===== src/rtl/csc_pkg.sv =====
package csc_pkg;

  localparam int IN_W  = 18;
  localparam int OUT_W = 18;

  // fixed-point precision of the elaboration-time series
  localparam int SERIES_FRAC = 60;
  localparam int ROM_FRAC    = 48;

  typedef enum logic [1:0] {
    ST_IDLE,
    ST_ROT,
    ST_MUL
  } state_t;

  typedef struct packed {
    logic load;
    logic step;
    logic out_load;
  } cmd_t;

  typedef struct packed {
    logic last_step;
  } status_t;

  // shift-subtract quotient, evaluated only at elaboration
  function automatic longint unsigned udiv64(input longint unsigned num,
                                             input longint unsigned den);
    logic [64:0]     rem;
    longint unsigned quo;
    rem = '0;
    quo = 64'd0;
    for (int i = 63; i >= 0; i--) begin
      rem = {rem[63:0], num[i]};
      if (rem >= {1'b0, den}) begin
        rem    = rem - {1'b0, den};
        quo[i] = 1'b1;
      end
    end
    return quo;
  endfunction

  // atan(1/n) in Q60 from the alternating power series
  function automatic longint unsigned atan_recip(input longint unsigned n);
    longint unsigned p;
    longint unsigned sq;
    longint unsigned sum;
    longint unsigned term;
    longint unsigned k;
    p   = udiv64(64'd1 << SERIES_FRAC, n);
    sq  = n * n;
    sum = 64'd0;
    k   = 64'd0;
    while (p != 64'd0) begin
      term = udiv64(p, 64'd2 * k + 64'd1);
      if (k[0]) begin
        sum = sum - term;
      end else begin
        sum = sum + term;
      end
      p = udiv64(p, sq);
      k = k + 64'd1;
    end
    return sum;
  endfunction

  function automatic longint unsigned isqrt64(input longint unsigned v_in);
    longint unsigned v;
    longint unsigned r;
    longint unsigned b;
    v = v_in;
    r = 64'd0;
    b = 64'd1 << 62;
    while (b > v) begin
      b = b >> 2;
    end
    while (b != 64'd0) begin
      if (v >= r + b) begin
        v = v - (r + b);
        r = (r >> 1) + b;
      end else begin
        r = r >> 1;
      end
      b = b >> 2;
    end
    return r;
  endfunction

  // arctangent table entry, pi taken as 3.1415, 2^frac equals 90 degrees
  function automatic longint unsigned atan_entry(input int idx, input int frac);
    longint unsigned a;
    longint unsigned g;
    if (idx == 0) begin
      a = atan_recip(64'd2) + atan_recip(64'd3);
    end else begin
      a = atan_recip(64'd1 << idx);
    end
    g = ((a >> (SERIES_FRAC - ROM_FRAC)) * 64'd20000) / 64'd31415;
    return g >> (ROM_FRAC - frac);
  endfunction

  function automatic longint unsigned gain_kn(input int iters, input int frac);
    longint unsigned k2;
    k2 = 64'd1 << 62;
    for (int i = 0; i < iters; i++) begin
      k2 = k2 - udiv64(k2, (64'd1 << (2 * i)) + 64'd1);
    end
    return isqrt64(k2) >> (31 - frac);
  endfunction

endpackage


===== src/rtl/csc_ctrl.sv =====
module csc_ctrl (
  input  logic              clk,
  input  logic              rst_n,
  input  logic              in_valid,
  output logic              in_stall,
  output logic              out_valid,
  input  logic              out_stall,
  output csc_pkg::cmd_t     cmd,
  input  csc_pkg::status_t  status
);

  csc_pkg::state_t state_r;
  csc_pkg::state_t state_nxt;
  logic            out_valid_r;
  logic            out_valid_nxt;
  logic            out_free;

  assign out_free = !out_valid_r || !out_stall;

  always_comb begin
    state_nxt = state_r;
    case (state_r)
      csc_pkg::ST_IDLE: begin
        if (in_valid) begin
          state_nxt = csc_pkg::ST_ROT;
        end
      end
      csc_pkg::ST_ROT: begin
        if (status.last_step) begin
          state_nxt = csc_pkg::ST_MUL;
        end
      end
      csc_pkg::ST_MUL: begin
        if (out_free) begin
          state_nxt = csc_pkg::ST_IDLE;
        end
      end
      default: begin
        state_nxt = csc_pkg::ST_IDLE;
      end
    endcase
  end

  always_comb begin
    cmd          = '0;
    in_stall     = 1'b1;
    case (state_r)
      csc_pkg::ST_IDLE: begin
        in_stall = 1'b0;
        cmd.load = in_valid;
      end
      csc_pkg::ST_ROT: begin
        cmd.step = 1'b1;
      end
      csc_pkg::ST_MUL: begin
        cmd.out_load = out_free;
      end
      default: begin
        in_stall = 1'b1;
      end
    endcase
  end

  always_comb begin
    if (cmd.out_load) begin
      out_valid_nxt = 1'b1;
    end else if (!out_stall) begin
      out_valid_nxt = 1'b0;
    end else begin
      out_valid_nxt = out_valid_r;
    end
  end

  always_ff @(posedge clk) begin
    if (!rst_n) begin
      state_r     <= csc_pkg::ST_IDLE;
      out_valid_r <= 1'b0;
    end else begin
      state_r     <= state_nxt;
      out_valid_r <= out_valid_nxt;
    end
  end

  assign out_valid = out_valid_r;

`ifndef NO_ASSERTIONS
  // result register is never overwritten while a stalled result waits
  assert property (@(posedge clk) disable iff (!rst_n)
    cmd.out_load |-> (!out_valid_r || !out_stall))
    else $error("result overwritten while stalled");

  assert property (@(posedge clk) disable iff (!rst_n)
    (in_valid && !in_stall) |=> (state_r == csc_pkg::ST_ROT))
    else $error("accepted item did not start rotating");

  assert property (@(posedge clk) disable iff (!rst_n)
    (state_r == csc_pkg::ST_ROT && status.last_step) |=> (state_r == csc_pkg::ST_MUL))
    else $error("rotation did not end after last step");

  assert property (@(posedge clk) disable iff (!rst_n)
    cmd.out_load |=> out_valid_r)
    else $error("loaded result not shown");
`endif

endmodule


===== src/rtl/csc_dp.sv =====
module csc_dp #(
  parameter int ITERATIONS    = 16,
  parameter int FRACTION_BITS = 16
) (
  input  logic                              clk,
  input  logic                              rst_n,
  input  csc_pkg::cmd_t                     cmd,
  output csc_pkg::status_t                  status,
  input  logic signed [csc_pkg::IN_W-1:0]   in_target_angle,
  output logic signed [csc_pkg::OUT_W-1:0]  out_cos_value,
  output logic signed [csc_pkg::OUT_W-1:0]  out_sin_value
);

  localparam int F  = FRACTION_BITS;
  localparam int N  = ITERATIONS;
  localparam int W  = F + 3;
  localparam int AW = (F + 3 > csc_pkg::IN_W + 1) ? F + 3 : csc_pkg::IN_W + 1;
  localparam int CW = (N > 1) ? $clog2(N) : 1;
  localparam int KW = F + 1;
  localparam int PW = (2 * F + 4 > F + csc_pkg::OUT_W) ? 2 * F + 4 : F + csc_pkg::OUT_W;
  localparam longint unsigned KN = csc_pkg::gain_kn(N, F);

  logic [AW-1:0] rom [N];

  for (genvar g = 0; g < N; g++) begin : g_rom
    localparam longint unsigned ENTRY = csc_pkg::atan_entry(g, F);
    assign rom[g] = ENTRY[AW-1:0];
  end

  logic signed [W-1:0]  x_r, x_nxt;
  logic signed [W-1:0]  y_r, y_nxt;
  logic signed [AW-1:0] angle_r, angle_nxt;
  logic signed [AW-1:0] target_r;
  logic                 dir_r, dir_nxt;
  logic [CW-1:0]        cnt_r;
  logic signed [W-1:0]  xs, ys;
  logic signed [AW-1:0] step_angle;
  logic signed [PW-1:0] x_ext, y_ext, kn_ext;
  logic signed [PW-1:0] px, py;
  logic signed [csc_pkg::OUT_W-1:0] cos_r, sin_r;

  assign xs         = x_r >>> cnt_r;
  assign ys         = y_r >>> cnt_r;
  assign step_angle = $signed(rom[cnt_r]);

  always_comb begin
    if (dir_r) begin
      x_nxt     = x_r - ys;
      y_nxt     = y_r + xs;
      angle_nxt = angle_r + step_angle;
    end else begin
      x_nxt     = x_r + ys;
      y_nxt     = y_r - xs;
      angle_nxt = angle_r - step_angle;
    end
    dir_nxt = angle_nxt < target_r;
  end

  always_ff @(posedge clk) begin
    if (cmd.load) begin
      x_r      <= W'(1) <<< F;
      y_r      <= '0;
      angle_r  <= '0;
      dir_r    <= 1'b1;
      target_r <= AW'(in_target_angle);
    end else if (cmd.step) begin
      x_r     <= x_nxt;
      y_r     <= y_nxt;
      angle_r <= angle_nxt;
      dir_r   <= dir_nxt;
    end
  end

  always_ff @(posedge clk) begin
    if (!rst_n) begin
      cnt_r <= '0;
    end else if (cmd.load) begin
      cnt_r <= '0;
    end else if (cmd.step) begin
      cnt_r <= cnt_r + CW'(1);
    end
  end

  assign status.last_step = (cnt_r == CW'(N - 1));

  // gain correction, full-width product then arithmetic shift by F
  assign x_ext  = PW'(x_r);
  assign y_ext  = PW'(y_r);
  assign kn_ext = PW'($signed({1'b0, KN[KW-1:0]}));
  assign px     = x_ext * kn_ext;
  assign py     = y_ext * kn_ext;

  always_ff @(posedge clk) begin
    if (cmd.out_load) begin
      cos_r <= px[F + csc_pkg::OUT_W - 1:F];
      sin_r <= py[F + csc_pkg::OUT_W - 1:F];
    end
  end

  assign out_cos_value = cos_r;
  assign out_sin_value = sin_r;

endmodule


===== src/rtl/cordic_sin_cos.sv =====
// CORDIC sine/cosine in rotation mode. An item carries a signed 18-bit angle where
// 2^FRACTION_BITS is 90 degrees; the result gives cosine and sine scaled by
// 2^FRACTION_BITS, wrapped to 18 bits. One item is in work at a time. An item is
// loaded in the idle state, then the rotate state does one micro-rotation per cycle
// through the single shift-add unit, then the gain multiply writes the result
// register in the multiply state. With a free output the block returns to idle
// and takes the next item once the result register is written. A finished result
// waits in its own register, so the next item is taken while it is still stalled;
// a result that cannot be written because the previous one is still held stretches
// the multiply state until the output is free.
module cordic_sin_cos #(
  parameter int ITERATIONS    = 16,
  parameter int FRACTION_BITS = 16
) (
  input  logic                              clk,
  input  logic                              rst_n,
  input  logic                              in_valid,
  output logic                              in_stall,
  input  logic signed [csc_pkg::IN_W-1:0]   in_target_angle,
  output logic                              out_valid,
  input  logic                              out_stall,
  output logic signed [csc_pkg::OUT_W-1:0]  out_cos_value,
  output logic signed [csc_pkg::OUT_W-1:0]  out_sin_value
);

  csc_pkg::cmd_t    cmd;
  csc_pkg::status_t status;

  csc_ctrl u_ctrl (
    .clk       (clk),
    .rst_n     (rst_n),
    .in_valid  (in_valid),
    .in_stall  (in_stall),
    .out_valid (out_valid),
    .out_stall (out_stall),
    .cmd       (cmd),
    .status    (status)
  );

  csc_dp #(
    .ITERATIONS    (ITERATIONS),
    .FRACTION_BITS (FRACTION_BITS)
  ) u_dp (
    .clk             (clk),
    .rst_n           (rst_n),
    .cmd             (cmd),
    .status          (status),
    .in_target_angle (in_target_angle),
    .out_cos_value   (out_cos_value),
    .out_sin_value   (out_sin_value)
  );

endmodule


===== config.mk =====
export PLATFORM = sky130hd
export DESIGN_NAME = cordic_sin_cos
export DESIGN_NICKNAME = d
export VERILOG_FILES = /design/src/rtl/csc_pkg.sv /design/src/rtl/csc_ctrl.sv /design/src/rtl/csc_dp.sv /design/src/rtl/cordic_sin_cos.sv
export SDC_FILE = /design/constraint.sdc
export NUM_CORES = 1
export LEC_CHECK = 0
export BUFFER_PORTS_ARGS = -buffer_cell sky130_fd_sc_hd__buf_2
export CORE_MARGIN = 4
export CORE_UTILIZATION = 57
export DETAILED_ROUTE_END_ITERATION = 10
export PLACE_DENSITY_LB_ADDON = 0.2
export SETUP_SLACK_MARGIN = 0.02
export SLEW_MARGIN = 20
export SYNTH_ARGS = -nofsm -noshare
export SYNTH_HDL_FRONTEND = slang
export SYNTH_HIERARCHICAL = 1
export SYNTH_SLANG_ARGS = --single-unit

===== constraint.sdc =====
create_clock -name clk -period 8.5 [get_ports clk]
set_input_delay 1.7 -clock clk [delete_from_list [all_inputs] [get_ports clk]]
set_output_delay 1.7 -clock clk [all_outputs]
set_load 0.02 [all_outputs]

Yosys cells after proc, flatten, opt, wreduce, memory -nomap -nowiden --
Memory sizes are Yosys's and may differ from the RTL's. Cells that the tools add are included.
Word-level totals: register bits 119, bits in read-only memories 304, input bits 22, output and inout bits 38, word-level logic and storage cells 54, memories 1
Memories:
- (name not given) | words 16, width 19, read ports 1, clocked after Yosys merged registers in 0, write ports 0, line csc_dp.sv:44 | assign step_angle = $signed(rom[cnt_r]);
Cells by class: add/sub/neg operators 7, multiply operators 2, order comparisons 2, eq/ne operators 7, shift operators 2, muxes and demuxes 15, bitwise operators 2, reduce and logical (&&, ||, !) cells 6
Operators by type and width (number):
- $mux W19 | 5
- $mul A19 B15 Y32 const B | 2
- $add A19 B19 Y19 | 3
- $sub A19 B19 Y19 | 3
- $sshr A19 B4 Y19 | 2
- $lt A19 B18 Y1 | 1
- $mux W1 | 6
- $mux W2 | 3
- $pmux W2 S3 | 1
- $ge A5 B5 Y1 const B | 1
- $not A4 Y5 | 1
- $add A4 B1 Y4 const B | 1
- $eq A4 B4 Y1 const B | 1
- $ne A2 B1 Y1 const B | 2
- $ne A2 B2 Y1 const B | 2
- $reduce_and A3 Y1 | 1
- $eq A2 B1 Y1 const B | 1
- $eq A2 B2 Y1 const B | 1
- $logic_not A1 Y1 | 2
- $logic_not A2 Y1 | 1
- $reduce_or A2 Y1 | 1
- $logic_or A1 B1 Y1 | 1
- $not A1 Y1 | 1

Depth between registers and ports, before layout --
Gate-level depths: netlist (run 1).
word-level depth 7, mapped depth 29, mapped depth without buffers 25

Hierarchy --
The synthesis (run 1) kept the hierarchy.
By module, submodules not included:
- csc_dp | times used 1, cells each 2173, area an instance 20697.4 um^2, seq. area each 2862.7 um^2
- csc_ctrl | times used 1, cells each 20, area an instance 175.2 um^2, seq. area each 60.1 um^2

Worst setup path before layout (run 1) --
OpenSTA, ideal clock, no wires.
path type flip-flop to flip-flop, start register u_dp.x_r[18], end register u_dp.cos_r (netlist bit u_dp/out_cos_value[17]) (data pin), library setup time 0.260 ns, data arrival time 5.860 ns, required time 8.240 ns, setup slack 2.380 ns, stages on the path, launching flop included 20, buffers on the path 0, cell sequence dfxtp_1 ha_1 inv_1 fa_1 inv_1 fa_1 inv_1 fa_1 fa_1 fa_1 ha_1 nand2_1 and3_1 a21o_1 a211o_1 o211a_1 nor3_1 a311oi_1 o21ba_2 xnor2_1
Between the ends: word-level cells in the longest chain between the ends 1
RTL lines:
- start: declaration | line csc_dp.sv:30 | logic signed [W-1:0] x_r, x_nxt;
- start signal: assignment | line csc_dp.sv:61 | x_r <= W'(1) <<< F;
- start signal: assignment | line csc_dp.sv:67 | x_r <= x_nxt;
- $mul A19 B15 Y32 | line csc_dp.sv:90 | assign px = x_ext * kn_ext;
- named net u_dp.px[33] | line csc_dp.sv:39 | logic signed [PW-1:0] px, py;
- end signal: assignment | line csc_dp.sv:95 | cos_r <= px[F + csc_pkg::OUT_W - 1:F];
- end: declaration | line csc_dp.sv:40 | logic signed [csc_pkg::OUT_W-1:0] cos_r, sin_r;
The timed path passes the listed nets, and every way through them passes these cells. A chain may end at the register's enable or synchronous reset.

Final worst setup path (run 1) --
start register u_dp.x_r[8], end register u_dp.cos_r (netlist bit u_dp/out_cos_value[17]) (data pin)
Same word-level chain as after synthesis.

==> run summary, run 1 <==
Outcome = complete, no violations
HPWL Detailed = 39600 um
Die ar. = 39700 sq um
Hold Fails Final Rpt = 0
Slew Viols, Final = 0
Core area = 35800 sq um
Die Wd = 199 um
Seq cells post-synth = 119
Setup CP Type = reg -> reg
Final WL = 48300 um
Largest cells by area after synthesis = fa_1 25%, ha_1 18%, inv_1 8.8%
Grt ovf = 0
Fmax achieved = 151 MHz
Clock Path Buffers = 2
TritonCTS clock tree = done
Worst min path class = reg -> reg
Yosys warns = 6
Worst path required time = 8.68 ns
Top cell type's share of synthesized area = 24.6%
Syn Area/Cell = 9.52 sq um
CTS sink count = 119
Most used DFF post-synth = dfxtp_1
RSZ-0062 raised after global routing = false
First-pass DRT Iterations = 5
Max Cap Viol = 0
Layout cells sized above 1 = 8.04%
H-tree Lvls = 4
Post-Syn Instances = 2193
Row cnt = 69
# diodes = 0
Pre-CTS setup slack = 1.93 ns
# IOs = 60
Initial core utilization = 58.3%
Clk slew on worst S/H paths = 0.06 ns
Startpoint types = flop
Setup violators final = 0
Final #Nets = 2811
Post-CTS sizing = 0
Remaining DRCs = 0
Leading area contributor after synthesis = fa_1
Reg2Reg Depth = 20
Clk root buf = clkbuf_16
Largest net degree at the start of global routing = 56
Worst setup EP type = flop
Port Buf Inserts = 59
Met2 Use GR = 41.9%
Crit-path max FO = 13
Worst slew margin = 41.5%
Vias in the first global route = 15730
Drt wl/cell = 17.9 um
Fill cell count = 2982
Period Utilization, post-route = 78.0%
Clock Latency Late Sink = 0.44 ns
Synth cell types = 88
Post-Syn Area = 20900 sq um
GRT Total Usage = 25.8%
Via count = 15203
Postcts setup bufs = 0
Num CTS Buffers = 17
R2R setup slack = 1.87 ns
Worst path arrival time = 6.81 ns
TNS Setup = 0 ns
Final worst slack = 1.87 ns
Hold path cells = 2
Routability cong. = 0.994
Die Height = 199 um
EDFF count, synth = 54
Initial antenna violation count = 1
Met1 usage = 37.4%
Non-Filler Instances = 2700
Post-Place Cells = 2668
Iteration-0 DRC Markers = 863
Global-route wire length before repair = 81700 um
ANT nets after route = 0
Met3 usage = 3.86%
Ys async rst share = 0%
Fin Clk Skew = 0.0102 ns
Seq/Total Area, Yosys = 14.0%
Area added between synthesis and finish = 5.98%
Via/cell ratio = 5.63
GRT busiest layer = met2
Post-CTS Hold Fix Bufs = 0
Post-Syn Nets = 2778
Worst-Margin Slew = 0.866 ns
Crit path time final = 6.63 ns
## stage by stage
stage / cell area, sq um / utilization [%] / hold WS [ns]
after detailed placement: 21600 / 60.2 / 0.495
after global routing: 22100 / 61.7 / 0.538
final: 22100 / 61.7 / 0.504
after floorplan: 20900 / - / 0.467
after global placement: 21600 / 60.2 / 0.481
after CTS: 22100 / 61.7 / 0.512
## sequential cells by signal, indices dropped and copies added (netlist names)
register / cells
u_dp/out_sin_value: 18
u_ctrl/state_r: 2
u_dp/y_r: 19
u_dp/target_r: 18
u_dp/x_r: 19
u_ctrl/out_valid: 1
u_dp/dir_r: 1
u_dp/cnt_r: 4
u_dp/angle_r: 19
u_dp/out_cos_value: 18
## cells in the final DEF (no fill, tap or decap), types with 19 or more instances in the layout
cell type  count
a211oi_1      21
a21o_1        30
a21oi_1       95
buf_2         59
dfxtp_1       60
edfxtp_1      54
fa_1         257
ha_1         306
inv_1        487
mux2i_1       61
mux4_2        38
nand2_1       85
nand2b_1      22
nand3_1       24
nor2_1       164
nor2b_1       19
nor3_1        25
o21ai_0       39
xnor2_1       88
xor2_1        43
## worst max-delay path: stages, from the launching register on
cell and delay, ns:
dfxtp_1 0.69, ha_1 0.30, inv_1 0.10, fa_1 0.50
inv_1 0.05, fa_1 0.48, fa_1 0.51, fa_1 0.50
inv_1 0.05, fa_1 0.48, inv_1 0.05, ha_1 0.26
o21ai_0 0.08, or3_1 0.38, o221a_2 0.31, a211o_1 0.39
o211a_1 0.25, nor3_1 0.39, a311oi_1 0.24, o21ba_2 0.25
xnor2_1 0.12
## layer usage
metal	share of wire (%)	vias up
met4	1.5	0
li1	-	7323
met3	4.9	46
met2	48	338
met5	0	-
met1	46	7496
## cell type report
cell class,instances,area (sq um),share of cell area (%)
inverter,490,1840,8.31
multi-input combinational,1527,15800,71.5
clock buffer,19,443,2.00
tap,461,577,2.61
timing repair buffer,71,385,1.74
sequential,119,2930,13.2
clock inverter,13,121,0.549
## kinds of logic after synthesis
| group | Yosys count | share of synthesized area [%] |
|---|---|---|
| AOI/OAI and AO/OA | 312 | 9.96 |
| xor gates and xnor gates | 131 | 5.50 |
| muxes | 114 | 8.13 |
| DFF | 119 | 14.0 |
| adders and majority gates | 563 | 43.0 |
| buffers and inverters | 547 | 10.3 |
| and+or+nand+nor | 407 | 9.15 |
## cells in the mapped netlist, types with 7 or more instances
cell type  number
xnor2_1        88
buf_2          12
clkbuf_1       18
edfxtp_1       54
mux2_2         10
a211oi_1       21
nand2_1        85
and2_1          7
nor3_1         25
o21ai_0        39
nor2_1        164
buf_1          14
buf_4           9
or3_1           9
a21o_1         30
o211ai_1        8
xor2_1         43
a21oi_1        96
inv_1         487
fa_1          257
and3_1         10
a31oi_1        15
nand3_1        24
dfxtp_1        65
mux4_2         38
nand2b_1       22
o21bai_1       11
ha_1          306
o21a_1          9
mux2i_1        61
nor2b_1        19
nand4_1        10
## final timing paths
path	start	endpoint
worst max-delay path	u_dp/x_r[8]	u_dp/out_cos_value[17]
worst min-delay path	u_dp/angle_r[0]	u_dp/angle_r[0]
worst max register to register	u_dp/x_r[8]	u_dp/out_cos_value[17]
worst min register to register	u_dp/angle_r[0]	u_dp/angle_r[0]
Power of run 1 is not shown: default switching activity piles up to over one toggle a cycle in this logic, so the estimate is an artifact.
==> run 2, diff against run 1 <==
Clock period 8.5 ns to 6.3 ns, I/O delays scaled along.
==> run 2 against run 1 <==
Clock skew about the same; count of clock-buffer cells in the layout down 2; die area unchanged; setup slack worse by 1.7 ns; sequential share of layout area down 0.23 points; global-route usage up 0.65 points.
==> run summary, run 2 (synthesis results as in run 1) <==
Remaining DRCs = 0 (unchanged)
Drt wl/cell = 17.9 um (about the same)
Via/cell ratio = 5.60 (-0.57%)
Largest net degree at the start of global routing = 49 (-13%)
H-tree Lvls = 4 (unchanged)
Most common cell after layout, fill and taps aside = inv_1
TritonCTS clock tree = done
First-pass DRT Iterations = 5 (unchanged)
HPWL Detailed = 41000 um (+3.7%)
Post-CTS Hold Fix Bufs = 0 (unchanged)
Clock Path Buffers = 2 (unchanged)
Crit path time final = 6.08 ns (-0.548 ns)
Crit-path max FO = 6 (-7)
Vias in the first global route = 16109 (+2.4%)
Multi-input logic area = 15900 sq um (+0.28%)
Fill cell count = 2949 (-1.1%)
Outcome = complete, no violations
Iteration-0 DRC Markers = 1107 (+28%)
Port Buf Inserts = 59 (unchanged)
Worst slew margin = 41.0% (-0.48 points)
TNS Setup = 0 ns (unchanged)
Die Wd = 199 um (unchanged)
Clock Latency Late Sink = 0.45 ns (about the same)
Final #Nets = 2865 (+1.9%)
Core area = 35800 sq um (unchanged)
Pre-CTS setup slack = 0.104 ns (-1.83 ns)
Worst-Margin Slew = 0.885 ns (+0.0185 ns)
Final WL = 49200 um (+1.9%)
Clk root buf = clkbuf_16
GRT Total Usage = 26.5% (+0.65 points)
Setup CP Type = reg -> reg
# IOs = 60 (unchanged)
CTS sink count = 119 (unchanged)
Largest regs = u_dp/angle_r: 19 flops, u_dp/x_r: 19 flops, u_dp/y_r: 19 flops
Slew Viols, Final = 0 (unchanged)
Post-CTS sizing = 0 (unchanged)
Worst path required time = 6.50 ns (-2.18 ns)
Most frequent cells in the layout = 487 x inv_1, 304 x ha_1, 257 x fa_1
Row cnt = 69 (unchanged)
Core Util, Final = 63.1% (+1.3 points)
Worst setup EP type = flop
# diodes = 0 (unchanged)
Final worst slack = 0.219 ns (-1.65 ns)
Worst min path class = reg -> reg
Postcts setup bufs = 0 (unchanged)
Num CTS Buffers = 17 (unchanged)
Max Cap Viol = 0 (unchanged)
Layout cells sized above 1 = 10.8% (+2.8 points)
Clk slew on worst S/H paths = 0.07 ns (about the same)
Die Height = 199 um (unchanged)
Startpoint types = flop
Hold Fails Final Rpt = 0 (unchanged)
Setup violators final = 0 (unchanged)
Storage cell area = 2940 sq um (+0.38%)
Fin Clk Skew = 0.0104 ns (+0.000138 ns)
Hold WS = 0.496 ns (-0.00762 ns)
Initial core utilization = 58.3% (unchanged)
Area added between synthesis and finish = 8.25%
Grt ovf = 0 (unchanged)
Routability cong. = 0.994 (about the same)
ANT nets after route = 0 (unchanged)
Via count = 15418 (+1.4%)
Initial antenna violation count = 2 (+1)
Fmax achieved = 164 MHz (+9.0%)
Worst path arrival time = 6.28 ns (-0.53 ns)
Global-route wire length before repair = 83500 um (+2.2%)
Period Utilization, post-route = 96.5% (+19 points)
Die ar. = 39700 sq um (unchanged)
run 2: cell count changes in the layout (fill, tap and decap cells not counted), sizes merged:
cell / previous run / this run
buf: 71 / 125
inv: 493 / 494
clkbuf: 19 / 17
clkinvlp: 4 / 2
clkinv: 5 / 8
run 2: routing by layer:
metal	global-route usage, %	up-vias	routed length [um]
li1	-	7417	-
met1	37.8	7581	22800
met2	42.3	364	23000
met3	5.58	56	2730
met4	5.56	0	728
met5	0	-	0
run 2: cell type report:
type                    instances  area share (%)
flip-flops and latches        119            13.0
clock inverters                15           0.642
inverters                     490            8.15
well taps                     461            2.55
multi-input cells            1527            70.2
clock buffers                  17            1.88
repair buffers                125            3.52
run 2: final timing paths:
path / cells after the start / slack [ns] / startpoint / endpoint
worst max-delay path: 21 / 0.22 / u_dp/x_r[10] / u_dp/out_cos_value[17]
worst min register to register: 2 / 0.50 / u_dp/angle_r[15] / u_dp/angle_r[15]
worst min-delay path: 2 / 0.50 / u_dp/angle_r[15] / u_dp/angle_r[15]
worst max register to register: 21 / 0.22 / u_dp/x_r[10] / u_dp/out_cos_value[17]
run 2: stage by stage:
step           cell area (sq um)  std cells
3_3_place_gp               22000       2722
5_1_grt                    22600       2754
3_5_place_dp               22000       2722
6_report                   22600       2754
4_1_cts                    22500       2754
2_1_floorplan              20900       2193
run 2: critical path: stages, from the launching register on:
cell,delay [ns]
dfxtp_2,0.36
ha_1,0.28
inv_1,0.06
fa_1,0.54
inv_1,0.05
fa_1,0.47
fa_1,0.54
inv_1,0.05
fa_1,0.47
inv_1,0.05
fa_1,0.44
ha_1,0.28
o21ai_0,0.11
or3_1,0.43
o221a_4,0.26
a211o_4,0.38
o211a_1,0.23
nor3_1,0.18
buf_4,0.15
a311oi_1,0.13
o21ba_2,0.23
xnor2_1,0.12
Power of run 2 is left out for the same reason.
